--- src/sv/psrf_pkg.sv ---
// Shared types, widths and the slot lookup table for the potentiometer scan filter.
// No dependencies; used by psrf_out_fifo and pot_scan_reversal_filter.
`timescale 1ns / 1ps
`default_nettype none

package psrf_pkg;

    localparam int NumParams = 32;
    localparam int ParamIdxW = $clog2(NumParams);
    localparam int LevelW    = 7;
    localparam int ChipW     = 2;
    localparam int StepW     = 3;
    localparam int RawW      = 10;
    localparam int SlotW     = StepW + 1;
    localparam int FifoDepth = 4;
    localparam int FifoPtrW  = $clog2(FifoDepth);
    localparam int FifoCntW  = $clog2(FifoDepth + 1);

    localparam logic [LevelW-1:0] LevelMax = 7'd127;

    // One stored entry per parameter: direction of last change and last level.
    typedef struct packed {
        logic              rising;
        logic [LevelW-1:0] level;
    } t_entry;

    // One result beat.
    typedef struct packed {
        logic [LevelW-1:0]    value;
        logic [ParamIdxW-1:0] index;
    } t_result;

    typedef struct packed {
        logic [FifoCntW-1:0] count;
        logic                full;
    } t_fifo_status;

    // Slot to logical parameter number within one pair of chips.
    function automatic logic [SlotW-1:0] slot_param(input logic [SlotW-1:0] slot);
        logic [SlotW-1:0] p;
        case (slot)
            4'd0:    p = 4'd7;
            4'd1:    p = 4'd6;
            4'd2:    p = 4'd5;
            4'd3:    p = 4'd3;
            4'd4:    p = 4'd0;
            4'd5:    p = 4'd2;
            4'd6:    p = 4'd4;
            4'd7:    p = 4'd1;
            4'd8:    p = 4'd14;
            4'd9:    p = 4'd13;
            4'd10:   p = 4'd12;
            4'd11:   p = 4'd15;
            4'd12:   p = 4'd8;
            4'd13:   p = 4'd11;
            4'd14:   p = 4'd9;
            default: p = 4'd10;
        endcase
        return p;
    endfunction

    // Slots whose pot is wired reversed.
    function automatic logic slot_invert(input logic [SlotW-1:0] slot);
        logic inv;
        case (slot) inside
            4'd3, 4'd4, 4'd5, 4'd7, [4'd12:4'd15]: inv = 1'b1;
            default:                               inv = 1'b0;
        endcase
        return inv;
    endfunction

endpackage

`default_nettype wire

--- src/sv/pot_scan_reversal_filter.sv ---
// Top level of the potentiometer scan filter: slot lookup, parameter store, reporting.
// Depends on psrf_pkg and psrf_out_fifo.
//
// Usage:
//   Slave stream takes one pot sample per beat: chip select, scan step and the
//   10-bit converter reading. The master stream carries one beat per reported
//   change: parameter number and its new 7-bit value. Samples that leave the
//   value unchanged, that reverse direction, or that arrive while reporting is
//   disabled give no beat; the stored state is updated in every case.
//   i_cfg_wr_en / i_cfg_wr_data write the report enable bit (reset value 0).
// Pipeline and throughput:
//   One sample per cycle is sustained while the output queue has room. A reported
//   change passes the synchronous read of the parameter RAM, then the compare and
//   write back, then the output queue before it shows on the master side.
//   The read-modify-write loop on that single RAM sets the rate; a one-deep bypass
//   of the last write lets back-to-back samples on the same parameter see fresh data.
// Reset:
//   Synchronous, active low. A per-entry valid bit is cleared at once, so every
//   parameter reads as level 0, falling, with no clearing sweep.
// Stall:
//   Results queue in a four-beat buffer. The slave side drops tready only when
//   that buffer plus the sample in flight could fill it; nothing is lost.
`timescale 1ns / 1ps
`default_nettype none

module pot_scan_reversal_filter (
    input  wire logic        i_clk,
    input  wire logic        i_rst_n,
    // Configuration: report_enable
    input  wire logic        i_cfg_wr_en,
    input  wire logic        i_cfg_wr_data,
    // Samples
    input  wire logic        s_axis_tvalid,
    output logic             s_axis_tready,
    input  wire logic [15:0] s_axis_tdata,   // [1:0] chip_select, [4:2] scan_step,
                                             // [14:5] raw_sample, [15] zero
    // Reported changes
    output logic             m_axis_tvalid,
    input  wire logic        m_axis_tready,
    output logic [15:0]      m_axis_tdata    // [4:0] param_index, [11:5] param_value,
                                             // [15:12] zero
);

    localparam int IdxW = psrf_pkg::ParamIdxW;
    localparam int LvlW = psrf_pkg::LevelW;

    // ---------------------------------------------------------------------
    // Configuration
    // ---------------------------------------------------------------------
    logic r_report_enable;

    always_ff @(posedge i_clk) begin
        if (!i_rst_n) begin
            r_report_enable <= 1'b0;
        end else if (i_cfg_wr_en) begin
            r_report_enable <= i_cfg_wr_data;
        end
    end

    // ---------------------------------------------------------------------
    // Stage 0: decode the sample, look up the slot, issue the RAM read
    // ---------------------------------------------------------------------
    logic [psrf_pkg::ChipW-1:0] s0_chip;
    logic [psrf_pkg::StepW-1:0] s0_step;
    logic [psrf_pkg::RawW-1:0]  s0_raw;
    logic [psrf_pkg::SlotW-1:0] s0_slot;
    logic [IdxW-1:0]            s0_addr;
    logic [LvlW-1:0]            s0_level;
    logic [LvlW-1:0]            s0_value;
    logic                       in_accept;

    assign s0_chip  = s_axis_tdata[1:0];
    assign s0_step  = s_axis_tdata[4:2];
    assign s0_raw   = s_axis_tdata[14:5];
    assign s0_slot  = {s0_chip[0], s0_step};
    // Chip bit 1 selects the upper half of the parameter space.
    assign s0_addr  = {s0_chip[1], psrf_pkg::slot_param(s0_slot)};
    // Drop the three low converter bits.
    assign s0_level = s0_raw[psrf_pkg::RawW-1 -: LvlW];
    assign s0_value = psrf_pkg::slot_invert(s0_slot) ? (psrf_pkg::LevelMax - s0_level)
                                                     : s0_level;

    assign in_accept = s_axis_tvalid && s_axis_tready;

    // ---------------------------------------------------------------------
    // Parameter store
    // ---------------------------------------------------------------------
    psrf_pkg::t_entry r_store [psrf_pkg::NumParams];
    psrf_pkg::t_entry r_rd_data;
    logic [psrf_pkg::NumParams-1:0] r_entry_valid;

    logic             wr_en;
    logic [IdxW-1:0]  wr_addr;
    psrf_pkg::t_entry wr_data;

    always_ff @(posedge i_clk) begin
        if (wr_en) begin
            r_store[wr_addr] <= wr_data;
        end
        if (in_accept) begin
            r_rd_data <= r_store[s0_addr];
        end
    end

    always_ff @(posedge i_clk) begin
        if (!i_rst_n) begin
            r_entry_valid <= '0;
        end else if (wr_en) begin
            r_entry_valid[wr_addr] <= 1'b1;
        end
    end

    // ---------------------------------------------------------------------
    // Stage 1: merge bypass, compare, write back, queue the result
    // ---------------------------------------------------------------------
    logic             r_s1_valid;
    logic [IdxW-1:0]  r_s1_addr;
    logic [LvlW-1:0]  r_s1_value;

    // Last write, registered: the read issued in the same cycle as that write missed it.
    logic             r_wb_valid;
    logic [IdxW-1:0]  r_wb_addr;
    psrf_pkg::t_entry r_wb_data;

    psrf_pkg::t_entry cur;
    logic             changed;
    logic             up;
    logic             push;
    psrf_pkg::t_result push_data;

    always_ff @(posedge i_clk) begin
        if (!i_rst_n) begin
            r_s1_valid <= 1'b0;
            r_wb_valid <= 1'b0;
        end else begin
            r_s1_valid <= in_accept;
            r_wb_valid <= wr_en;
        end
    end

    always_ff @(posedge i_clk) begin
        if (in_accept) begin
            r_s1_addr  <= s0_addr;
            r_s1_value <= s0_value;
        end
        r_wb_addr <= wr_addr;
        r_wb_data <= wr_data;
    end

    always_comb begin
        // Bypass beats RAM; an entry never written reads as reset state.
        if (r_wb_valid && (r_wb_addr == r_s1_addr)) begin
            cur = r_wb_data;
        end else if (r_entry_valid[r_s1_addr]) begin
            cur = r_rd_data;
        end else begin
            cur = '0;
        end
    end

    assign changed = (r_s1_value != cur.level);
    assign up      = (r_s1_value > cur.level);

    always_comb begin
        wr_en          = r_s1_valid;
        wr_addr        = r_s1_addr;
        wr_data.level  = r_s1_value;
        wr_data.rising = cur.rising;
        push           = 1'b0;
        if (changed) begin
            if (up == cur.rising) begin
                push = r_s1_valid && r_report_enable;
            end else begin
                // Reversal: record direction, hold the report.
                wr_data.rising = up;
            end
        end
    end

    assign push_data.index = r_s1_addr;
    assign push_data.value = r_s1_value;

    // ---------------------------------------------------------------------
    // Output queue
    // ---------------------------------------------------------------------
    psrf_pkg::t_result      pop_data;
    psrf_pkg::t_fifo_status fifo_status;
    logic [psrf_pkg::FifoCntW:0] committed;

    psrf_out_fifo u_out_fifo (
        .i_clk       (i_clk),
        .i_rst_n     (i_rst_n),
        .i_push      (push),
        .i_push_data (push_data),
        .o_pop_data  (pop_data),
        .o_valid     (m_axis_tvalid),
        .i_pop_ready (m_axis_tready),
        .o_status    (fifo_status)
    );

    // Count the sample in flight as a possible result.
    assign committed     = {1'b0, fifo_status.count} + {{psrf_pkg::FifoCntW{1'b0}}, r_s1_valid};
    assign s_axis_tready = (committed < (psrf_pkg::FifoCntW + 1)'(psrf_pkg::FifoDepth));

    assign m_axis_tdata = {4'b0000, pop_data.value, pop_data.index};

    // ---------------------------------------------------------------------
    // Assertions
    // ---------------------------------------------------------------------
    a_no_overflow: assert property (@(posedge i_clk) disable iff (!i_rst_n)
        push |-> !fifo_status.full)
        else $error("result pushed into a full queue");

    a_wb_tracks: assert property (@(posedge i_clk) disable iff (!i_rst_n)
        r_s1_valid |=> (r_wb_valid && (r_wb_addr == $past(r_s1_addr))))
        else $error("bypass register lost the last write");

    a_quiet_disabled: assert property (@(posedge i_clk) disable iff (!i_rst_n)
        (r_s1_valid && !r_report_enable) |-> !push)
        else $error("report while reporting disabled");

    a_report_on_change: assert property (@(posedge i_clk) disable iff (!i_rst_n)
        push |-> (changed && (wr_data.rising == cur.rising)))
        else $error("report without a same-direction change");

endmodule

`default_nettype wire

--- src/sv/psrf_out_fifo.sv ---
// Small result queue that decouples the filter pipeline from the output stall.
// Depends on psrf_pkg for the result type, depth and status struct.
`timescale 1ns / 1ps
`default_nettype none

module psrf_out_fifo (
    input  wire logic                   i_clk,
    input  wire logic                   i_rst_n,
    input  wire logic                   i_push,
    input  psrf_pkg::t_result           i_push_data,
    output psrf_pkg::t_result           o_pop_data,
    output logic                        o_valid,
    input  wire logic                   i_pop_ready,
    output psrf_pkg::t_fifo_status      o_status
);

    psrf_pkg::t_result                    r_mem [psrf_pkg::FifoDepth];
    logic [psrf_pkg::FifoPtrW-1:0]        r_wr_ptr;
    logic [psrf_pkg::FifoPtrW-1:0]        r_rd_ptr;
    logic [psrf_pkg::FifoCntW-1:0]        r_count;
    logic [psrf_pkg::FifoCntW-1:0]        n_count;
    logic                                 pop;

    assign o_valid    = (r_count != '0);
    assign pop        = o_valid && i_pop_ready;
    assign o_pop_data = r_mem[r_rd_ptr];

    assign o_status.count = r_count;
    assign o_status.full  = (r_count == psrf_pkg::FifoCntW'(psrf_pkg::FifoDepth));

    always_comb begin
        n_count = r_count;
        if (i_push && !pop) begin
            n_count = r_count + 1'b1;
        end else if (!i_push && pop) begin
            n_count = r_count - 1'b1;
        end
    end

    always_ff @(posedge i_clk) begin
        if (i_push) begin
            r_mem[r_wr_ptr] <= i_push_data;
        end
    end

    always_ff @(posedge i_clk) begin
        if (!i_rst_n) begin
            r_wr_ptr <= '0;
            r_rd_ptr <= '0;
            r_count  <= '0;
        end else begin
            if (i_push) begin
                r_wr_ptr <= r_wr_ptr + 1'b1;
            end
            if (pop) begin
                r_rd_ptr <= r_rd_ptr + 1'b1;
            end
            r_count <= n_count;
        end
    end

endmodule

`default_nettype wire
--- config.mk ---
export PLATFORM = sky130hd
export DESIGN_NAME = pot_scan_reversal_filter
export DESIGN_NICKNAME = d
export VERILOG_FILES = /design/src/sv/psrf_pkg.sv /design/src/sv/pot_scan_reversal_filter.sv /design/src/sv/psrf_out_fifo.sv
export SDC_FILE = /design/constraint.sdc
export NUM_CORES = 1
export LEC_CHECK = 0
export BUFFER_PORTS_ARGS = -buffer_cell sky130_fd_sc_hd__buf_2
export CORE_MARGIN = 2
export CORE_UTILIZATION = 25
export DETAILED_ROUTE_END_ITERATION = 7
export PLACE_DENSITY = 0.38
export SETUP_SLACK_MARGIN = 0.15
export SYNTH_ARGS = -nofsm -noshare
export SYNTH_HDL_FRONTEND = slang
export SYNTH_SLANG_ARGS = --single-unit
--- constraint.sdc ---
create_clock -name i_clk -period 8.9 [get_ports i_clk]
set_input_delay 0.89 -clock i_clk [delete_from_list [all_inputs] [get_ports i_clk]]
set_output_delay 0.89 -clock i_clk [all_outputs]
set_load 0.03 [all_outputs]
==> summary.md, run 1 <==
| Metric | Value |
|---|---|
| Worst-Margin Slew | `1.13 ns` |
| Drt drc | `0` |
| Row count | `90` |
| H-tree depth | `2` |
| Post-Syn Area per Cell | `15.5 um2` |
| Critical path class | `reg -> reg` |
| Drt wl/cell | `22.3 um` |
| Most used DFF post-synth | `edfxtp_1` |
| CP max-delay cell | `edfxtp_1` |
| Total gr overflow | `0` |
| Synth warn | `0` |
| Max FO, Critical Path | `19` |
| Fin nets | `1,072` |
| Ys async rst share | `0%` |
| CP Capture Type | `register` |
| Clock sinks | `381` |
| Post-route setup TNS | `0 ns` |
| Worst-skew pair later-pin latency | `0.57 ns` |
| # IOs | `40` |
| Flops & latches, synth | `381` |
| CTS tree | `done` |
| Min cycle time layout | `5.29 ns` |
| Number of global-route vias before repair | `8,391` |
| # Post-CTS Setup Buffers | `0` |
| Pre-CTS setup slack | `3.56 ns` |
| Clk pin slew, worst setup/hold paths | `0.06 ns` |
| Synth top area share | `63.4%` |
| Cell area after layout | `17,600 um2` |
| RSZ-0062 raised after global routing | `no` |
| Starting DRT DRC Count | `550` |
| CP cell instances | `buf_4 -> mux2i_1 -> o22ai_1 -> o211ai_1 -> o2111a_1 -> a2bb2oi_1 -> ha_1 -> and4_1 -> nand4_1 -> and3_1 -> or3b_1 -> mux2i_1 -> or2_1 -> ha_1 -> inv_1 -> fa_1 -> xor2_1 -> or3_1 -> a21oi_1` |
| F_max | `0.189 GHz` |
| CP startpoint kind | `register` |
| Maxcap violations | `0` |
| Maximum clock path buffer count | `3` |
| Post-Route WL | `41.3 mm` |
| Worst stage delay on the critical path | `0.52 ns` |
| Cts bufs inserted | `43` |
| Initial antenna violation count | `0` |
| Fin. max-slew vios | `0` |
| Power Density | `244 nW/um2` |
| DPL Wire Length | `26.2 mm` |
| First-pass GRT wire length | `59.4 mm` |
| Dpl cells | `1,770` |
| Chip Width | `252 um` |
| Synth top area cells | `edfxtp_1, mux2i_1, dfxtp_1, nor2_1, mux4_2` |
| Core area | `60,600 um2` |
| RD Place Congestion | `0.778` |
| Post-route insts no fill | `1,850` |
| Total number of vias | `8,368` |
| Pre-antenna DRT Iters | `5` |
| Final worst setup slack | `3.61 ns` |
| Fin. Hold Viols | `0` |
| Post-route ant nets | `0` |
| Area Overhead vs Synth | `14.9%` |
| Worst hold path type | `reg -> reg` |
| Vias per cell | `4.52` |
| Final setup fails | `0` |
| CTS root buffer | `clkbuf_16` |
| Peak VDD IR | `0.126 mV` |
| Die area | `63,400 um2` |
| Post-synth EDFFs | `324` |
| Cells after Synth | `988` |
| Die height | `252 um` |
| Post-synthesis cell type count | `60` |
| Status | `finished clean` |
| Relative slew slack | `24.8%` |
| Post-CTS Resized | `0` |
| Sequential area share after synthesis | `70.8%` |
| Fin crit share | `59.5%` |
| Initial core utilization | `25.3%` |
| GRT Total Usage | `13.1%` |
| Clock Skews | `0.0185 ns` |
| Crit path DAT | `5.80 ns` |
| CP required | `9.41 ns` |
| Mapped cell area | `15,400 um2` |
| Leading area contributor after synthesis | `edfxtp_1` |
| Cts hold-fix bufs | `0` |
| Leak Pwr | `6.08 nW` |
| Layout cells sized above 1 | `12.8%` |
| Area after DPL | `16,300 um2` |
| Pin count of the biggest net entering global routing | `46` |
| Input/output buffers | `31` |
==> worst max-delay path, delay by kind of cell (launching register included) <==
family	cells	cell delay, ns
DFF	1	0.52
muxes	2	0.57
and+or+nand+nor	6	1.48
AOI/OAI and AO/OA	5	1.17
buffers and inverters	2	0.46
adders and majority gates	3	0.87
xor gates and xnor gates	1	0.18
==> layout by cell type (no fill, tap or decap), types with 6 or more instances in the layout <==
master     instances
mux2_2             6
ha_1              16
a221oi_1          29
mux2i_1          144
clkbuf_1          10
nand2_1           66
and2_1             6
clkinv_1           9
a32oi_1            8
mux4_2            12
dfxtp_1           57
o21ai_0           15
xor2_1            16
clkinv_2          11
buf_2             31
o21ai_1           14
nor2_1           105
inv_1             13
a2bb2oi_1          6
nand3_1           11
edfxtp_1         324
mux2_1             6
clkbuf_16         44
buf_4             17
==> per-layer routing <==
metal / track usage (%) / routed length, um / share of wire, %
met1: 18.6 / 20100 / 49
met2: 19.8 / 18400 / 45
met3: 2.46 / 1740 / 4.2
met4: 4.65 / 1110 / 2.7
met5: 0 / 0 / 0
==> cell type report <==
class / instances / area (um2)
fillers: 6050 / 43000
multi-input cells: 545 / 4110
diodes: 1 / 2.50
well taps: 782 / 978
repair buffers: 48 / 283
clock buffers: 55 / 1150
inverters: 14 / 52.6
flip-flops and latches: 381 / 10900
clock inverters: 24 / 179
==> synth_stat cells (2+ instances only) <==
library cell  number
a2bb2oi_1          6
mux4_2            13
buf_4             11
o211ai_1           4
a221oi_2           2
o21ai_0           15
nand2_1           66
ha_1              16
xor2_1            16
nand2b_1           5
a21o_1             2
a32oi_1            8
buf_1              5
o22ai_1            3
o221ai_1           5
nand3b_1           5
mux2_1             6
nor3_1             4
nand4_1            5
edfxtp_1         324
a311oi_1           5
nor2_1           105
and2_1             6
clkbuf_1          15
inv_1             13
a21oi_1            5
mux2_2             6
and3_1             4
or3_1              3
dfxtp_1           57
mux2i_1          144
a221oi_1          29
nor4b_1            5
nand3_1           11
o21ai_1           14
nor2b_1            2
or2_1              2
buf_6              9
buf_2             10
o31ai_1            2
==> kinds of logic after synthesis <==
logic type               count (synthesis)  share of synthesized area [%]
AND/OR/NAND/NOR                        232                           6.82
AO/OA/AOI/OAI                          105                           5.18
multiplexers                           170                           12.3
buffers and inverters                   65                           2.49
XOR/XNOR                                17                          0.970
other                                    1                         0.0244
flip-flops                             381                           70.8
adder cells (fa/ha/maj)                 17                           1.43
==> worst paths after layout <==
path                                        start                    end  slack [ns]  cells past startpoint
worst min-delay path            r_entry_valid[31]      r_entry_valid[31]        0.47                      2
worst min register to register  r_entry_valid[31]      r_entry_valid[31]        0.47                      2
worst max register to register       r_s1_addr[0]  u_out_fifo.r_count[2]        3.61                     19
worst max-delay path                 r_s1_addr[0]  u_out_fifo.r_count[2]        3.61                     19
==> power breakdown <==
group / switching, mW / leakage, nW / internal, mW
clock: 0.719 / 0.661 / 0.975
sequential: 0.0542 / 3.39 / 2.05
combinational: 0.349 / 2.02 / 0.162
total: 1.12 / 6.08 / 3.19
==> through the flow <==
stage	utilization (%)	power, mW	hold slack (ns)
4_1_cts	29.1	4.38	0.474
2_1_floorplan	-	2.46	0.410
3_5_place_dp	26.9	2.67	0.460
5_1_grt	29.1	4.48	0.496
6_report	29.1	4.31	0.471
3_3_place_gp	26.9	2.66	0.451
==> flip-flops by register name, summed over array words and instances (netlist names), named ones only <==
signal,cells
r_entry_valid,32
r_rd_data,8
r_report_enable,1
r_s1_addr,5
r_s1_valid,1
r_s1_value,7
r_store,256
r_wb_addr,5
r_wb_data,8
r_wb_valid,1
u_out_fifo.r_count,3
u_out_fifo.r_mem,48
u_out_fifo.r_rd_ptr,2
u_out_fifo.r_wr_ptr,2
(Power assumes the default switching activity.)
==> inputs of run 2 (changes only) <==
- PLACE_DENSITY: 0.38 -> 0.39
- clock period: 8.9 -> 4.7 ns (I/O delays scaled with it)
==> summary.md, run 2 (synthesis results as in run 1) <==
| Metric | Value |
|---|---|
| Clock sinks | `381 (unchanged)` |
| Clock Skews | `0.0305 ns (+0.0120 ns)` |
| Commonest non-fill, non-tap cells in the layout | `edfxtp_1, mux2i_1, nor2_1, nand2_1, dfxtp_1` |
| Worst-skew pair later-pin latency | `0.58 ns (about the same)` |
| Leak Pwr | `6.37 nW (+4.8%)` |
| Fin crit share | `94.8% (+35 points)` |
| Fin nets | `1,115 (+4.0%)` |
| CP Capture Type | `register` |
| Worst Path Buf+Inv | `4 (+2)` |
| Core area | `60,600 um2 (unchanged)` |
| Layout cells sized above 1 | `18.6% (+5.8 points)` |
| Initial antenna violation count | `1 (+1)` |
| FILL cells | `5,994 (-0.93%)` |
| Starting DRT DRC Count | `465 (-15%)` |
| RD Place Congestion | `0.775 (-0.39%)` |
| CP required | `5.21 ns (-4.20 ns)` |
| Min cycle time layout | `4.46 ns (-0.838 ns)` |
| Max FO, Critical Path | `7 (-12)` |
| CTS tree | `done` |
| Worst-Margin Slew | `1.16 ns (+0.0309 ns)` |
| Critical path class | `reg -> reg` |
| Post-route ant nets | `0 (unchanged)` |
| Chip Width | `252 um (unchanged)` |
| # IOs | `40 (unchanged)` |
| Power Density | `467 nW/um2 (+91%)` |
| Post-Route WL | `42.0 mm (+1.7%)` |
| Post-route setup TNS | `0 ns (unchanged)` |
| Clk pin slew, worst setup/hold paths | `0.06 ns (about the same)` |
| Top Family by Delay on Critical Path | `simple AND/OR/NAND/NOR gates` |
| Area after DPL | `16,600 um2 (+1.8%)` |
| Area Overhead vs Synth | `19.1%` |
| Fin. max-slew vios | `0 (unchanged)` |
| Total gr overflow | `0 (unchanged)` |
| Input/output buffers | `31 (unchanged)` |
| Worst hold path type | `in -> reg` |
| Fin. Hold Viols | `0 (unchanged)` |
| H-tree depth | `2 (unchanged)` |
| Vias per cell | `4.48 (-0.86%)` |
| Dpl cells | `1,807 (+2.1%)` |
| Initial core utilization | `25.3% (unchanged)` |
| Top flop regs | `r_store x256, u_out_fifo.r_mem x48, r_entry_valid x32` |
| Worst stage delay on the critical path | `0.41 ns (-0.11 ns)` |
| Cts bufs inserted | `45 (+4.7%)` |
| CP max-delay cell | `edfxtp_1` |
| Post-route insts no fill | `1,894 (+2.4%)` |
| Relative slew slack | `22.5% (-2.3 points)` |
| Die area | `63,400 um2 (unchanged)` |
| Final setup fails | `0 (unchanged)` |
| Maximum clock path buffer count | `3 (unchanged)` |
| Leading cell type in the layout, fill and taps excluded | `edfxtp_1` |
| Crit path DAT | `4.97 ns (-0.83 ns)` |
| Drt wl/cell | `22.2 um (-0.64%)` |
| First-pass GRT wire length | `60.9 mm (+2.5%)` |
| Pre-antenna DRT Iters | `5 (unchanged)` |
| CP cell instances | `buf_6 -> clkbuf_16 -> mux2i_1 -> o221ai_1 -> o21ai_1 -> o2111a_2 -> buf_12 -> a2bb2oi_2 -> ha_1 -> and4_1 -> nand4_1 -> and3_1 -> or3b_4 -> mux2i_4 -> or2_1 -> ha_2 -> inv_1 -> fa_2 -> xor2_1 -> or3_4 -> a21oi_2` |
| Number of global-route vias before repair | `8,584 (+2.3%)` |
| Status | `finished clean` |
| DPL Wire Length | `27.5 mm (+4.7%)` |
| Reg with most FFs | `r_store` |
| CTS root buffer | `clkbuf_16` |
| Hold WS | `0.137 ns (-0.334 ns)` |
| Max reg flops | `256 (unchanged)` |
| Pin count of the biggest net entering global routing | `38 (-17%)` |
| Register area | `10,900 um2 (unchanged)` |
| Drt drc | `0 (unchanged)` |
| GRT Total Usage | `13.3% (+0.22 points)` |
| CP startpoint kind | `register` |
| Die height | `252 um (unchanged)` |
| Footprint of the multi-input gates | `4250 um2 (+3.4%)` |
| Maxcap violations | `0 (unchanged)` |
| Row count | `90 (unchanged)` |
| Total number of vias | `8,493 (+1.5%)` |
| Cts hold-fix bufs | `0 (unchanged)` |
| RSZ-0062 raised after global routing | `yes` |
| Peak VDD IR | `0.230 mV (+82%)` |
| Cell area after layout | `18,300 um2 (+3.7%)` |
| F_max | `0.224 GHz (+19%)` |
-- run 2: cell count changes in the layout (fill, tap and decap cells not counted), moves of 3 or more --
| cell | previous run | this run |
|---|---|---|
| clkbuf_16 | 44 | 48 |
| a2bb2oi_1 | 6 | 0 |
| ha_1 | 16 | 13 |
| buf_4 | 17 | 51 |
| buf_6 | 0 | 3 |
| clkinv_2 | 11 | 6 |
| mux2i_1 | 144 | 139 |
| a2bb2oi_2 | 0 | 4 |
| clkinv_1 | 9 | 5 |
| clkinvlp_4 | 0 | 4 |
| mux2i_2 | 0 | 4 |
| clkbuf_8 | 1 | 4 |
-- run 2: final timing paths --
| check | startpoint | endpoint | slack [ns] | cells past startpoint |
|---|---|---|---|---|
| max reg2reg | r_s1_addr[0] | u_out_fifo.r_count[2] | 0.24 | 21 |
| min | s_axis_tvalid | r_s1_valid | 0.14 | 2 |
| min reg2reg | r_entry_valid[19] | r_entry_valid[19] | 0.47 | 2 |
| max | r_s1_addr[0] | u_out_fifo.r_count[2] | 0.24 | 21 |
-- run 2: worst reg2reg max path: stages (launching register included) --
cell and delay, ns:
edfxtp_1 0.41, buf_6 0.16, clkbuf_16 0.16, mux2i_1 0.13
o221ai_1 0.18, o21ai_1 0.09, o2111a_2 0.27, buf_12 0.15
a2bb2oi_2 0.16, ha_1 0.30, and4_1 0.17, nand4_1 0.11
and3_1 0.18, or3b_4 0.39, mux2i_4 0.16, or2_1 0.16
ha_2 0.19, inv_1 0.05, fa_2 0.33, xor2_1 0.18
or3_4 0.37, a21oi_2 0.11
-- run 2: layout make-up --
| class | count | area share [%] |
|---|---|---|
| sequential | 381 | 59.4 |
| multi-input combinational | 545 | 23.3 |
| clock buffer | 59 | 6.90 |
| tap | 782 | 5.35 |
| timing repair buffer | 89 | 3.56 |
| clock inverter | 22 | 1.17 |
| inverter | 14 | 0.287 |
| antenna | 2 | 0.0274 |
-- run 2: timing repair --
| item | in CTS | in global routing |
|---|---|---|
| pin swaps | 0 | 15 |
| setup endpoints to repair | 1 | 2 |
| resized for setup | 1 | 30 |
| cloned | 0 | 1 |
| setup buffers | 0 | 3 |
-- run 2: per-stage QoR --
| step | setup WS [ns] | utilization (%) | total power, mW |
|---|---|---|---|
| 2_1_floorplan | 0.304 | - | 4.67 |
| 3_3_place_gp | 0.182 | 27.4 | 5.09 |
| 3_5_place_dp | 0.109 | 27.4 | 5.10 |
| 4_1_cts | 0.197 | 29.8 | 8.60 |
| 5_1_grt | 0.0400 | 30.2 | 8.88 |
| 6_report | 0.245 | 30.2 | 8.55 |
-- run 2: power breakdown --
part | switching, mW | internal [mW]
Clock | 1.41 | 2.06
Sequential | 0.0773 | 3.88
Combinational | 0.725 | 0.392
-- run 2: metal layers --
metal  vias to the layer above  wire, um  GRT usage [%]
met5                         -         0              0
met3                        63      1500           2.05
met4                         0      1160           4.56
li1                       3954         -              -
met2                       159     18900           20.4
met1                      4317     20500           19.0
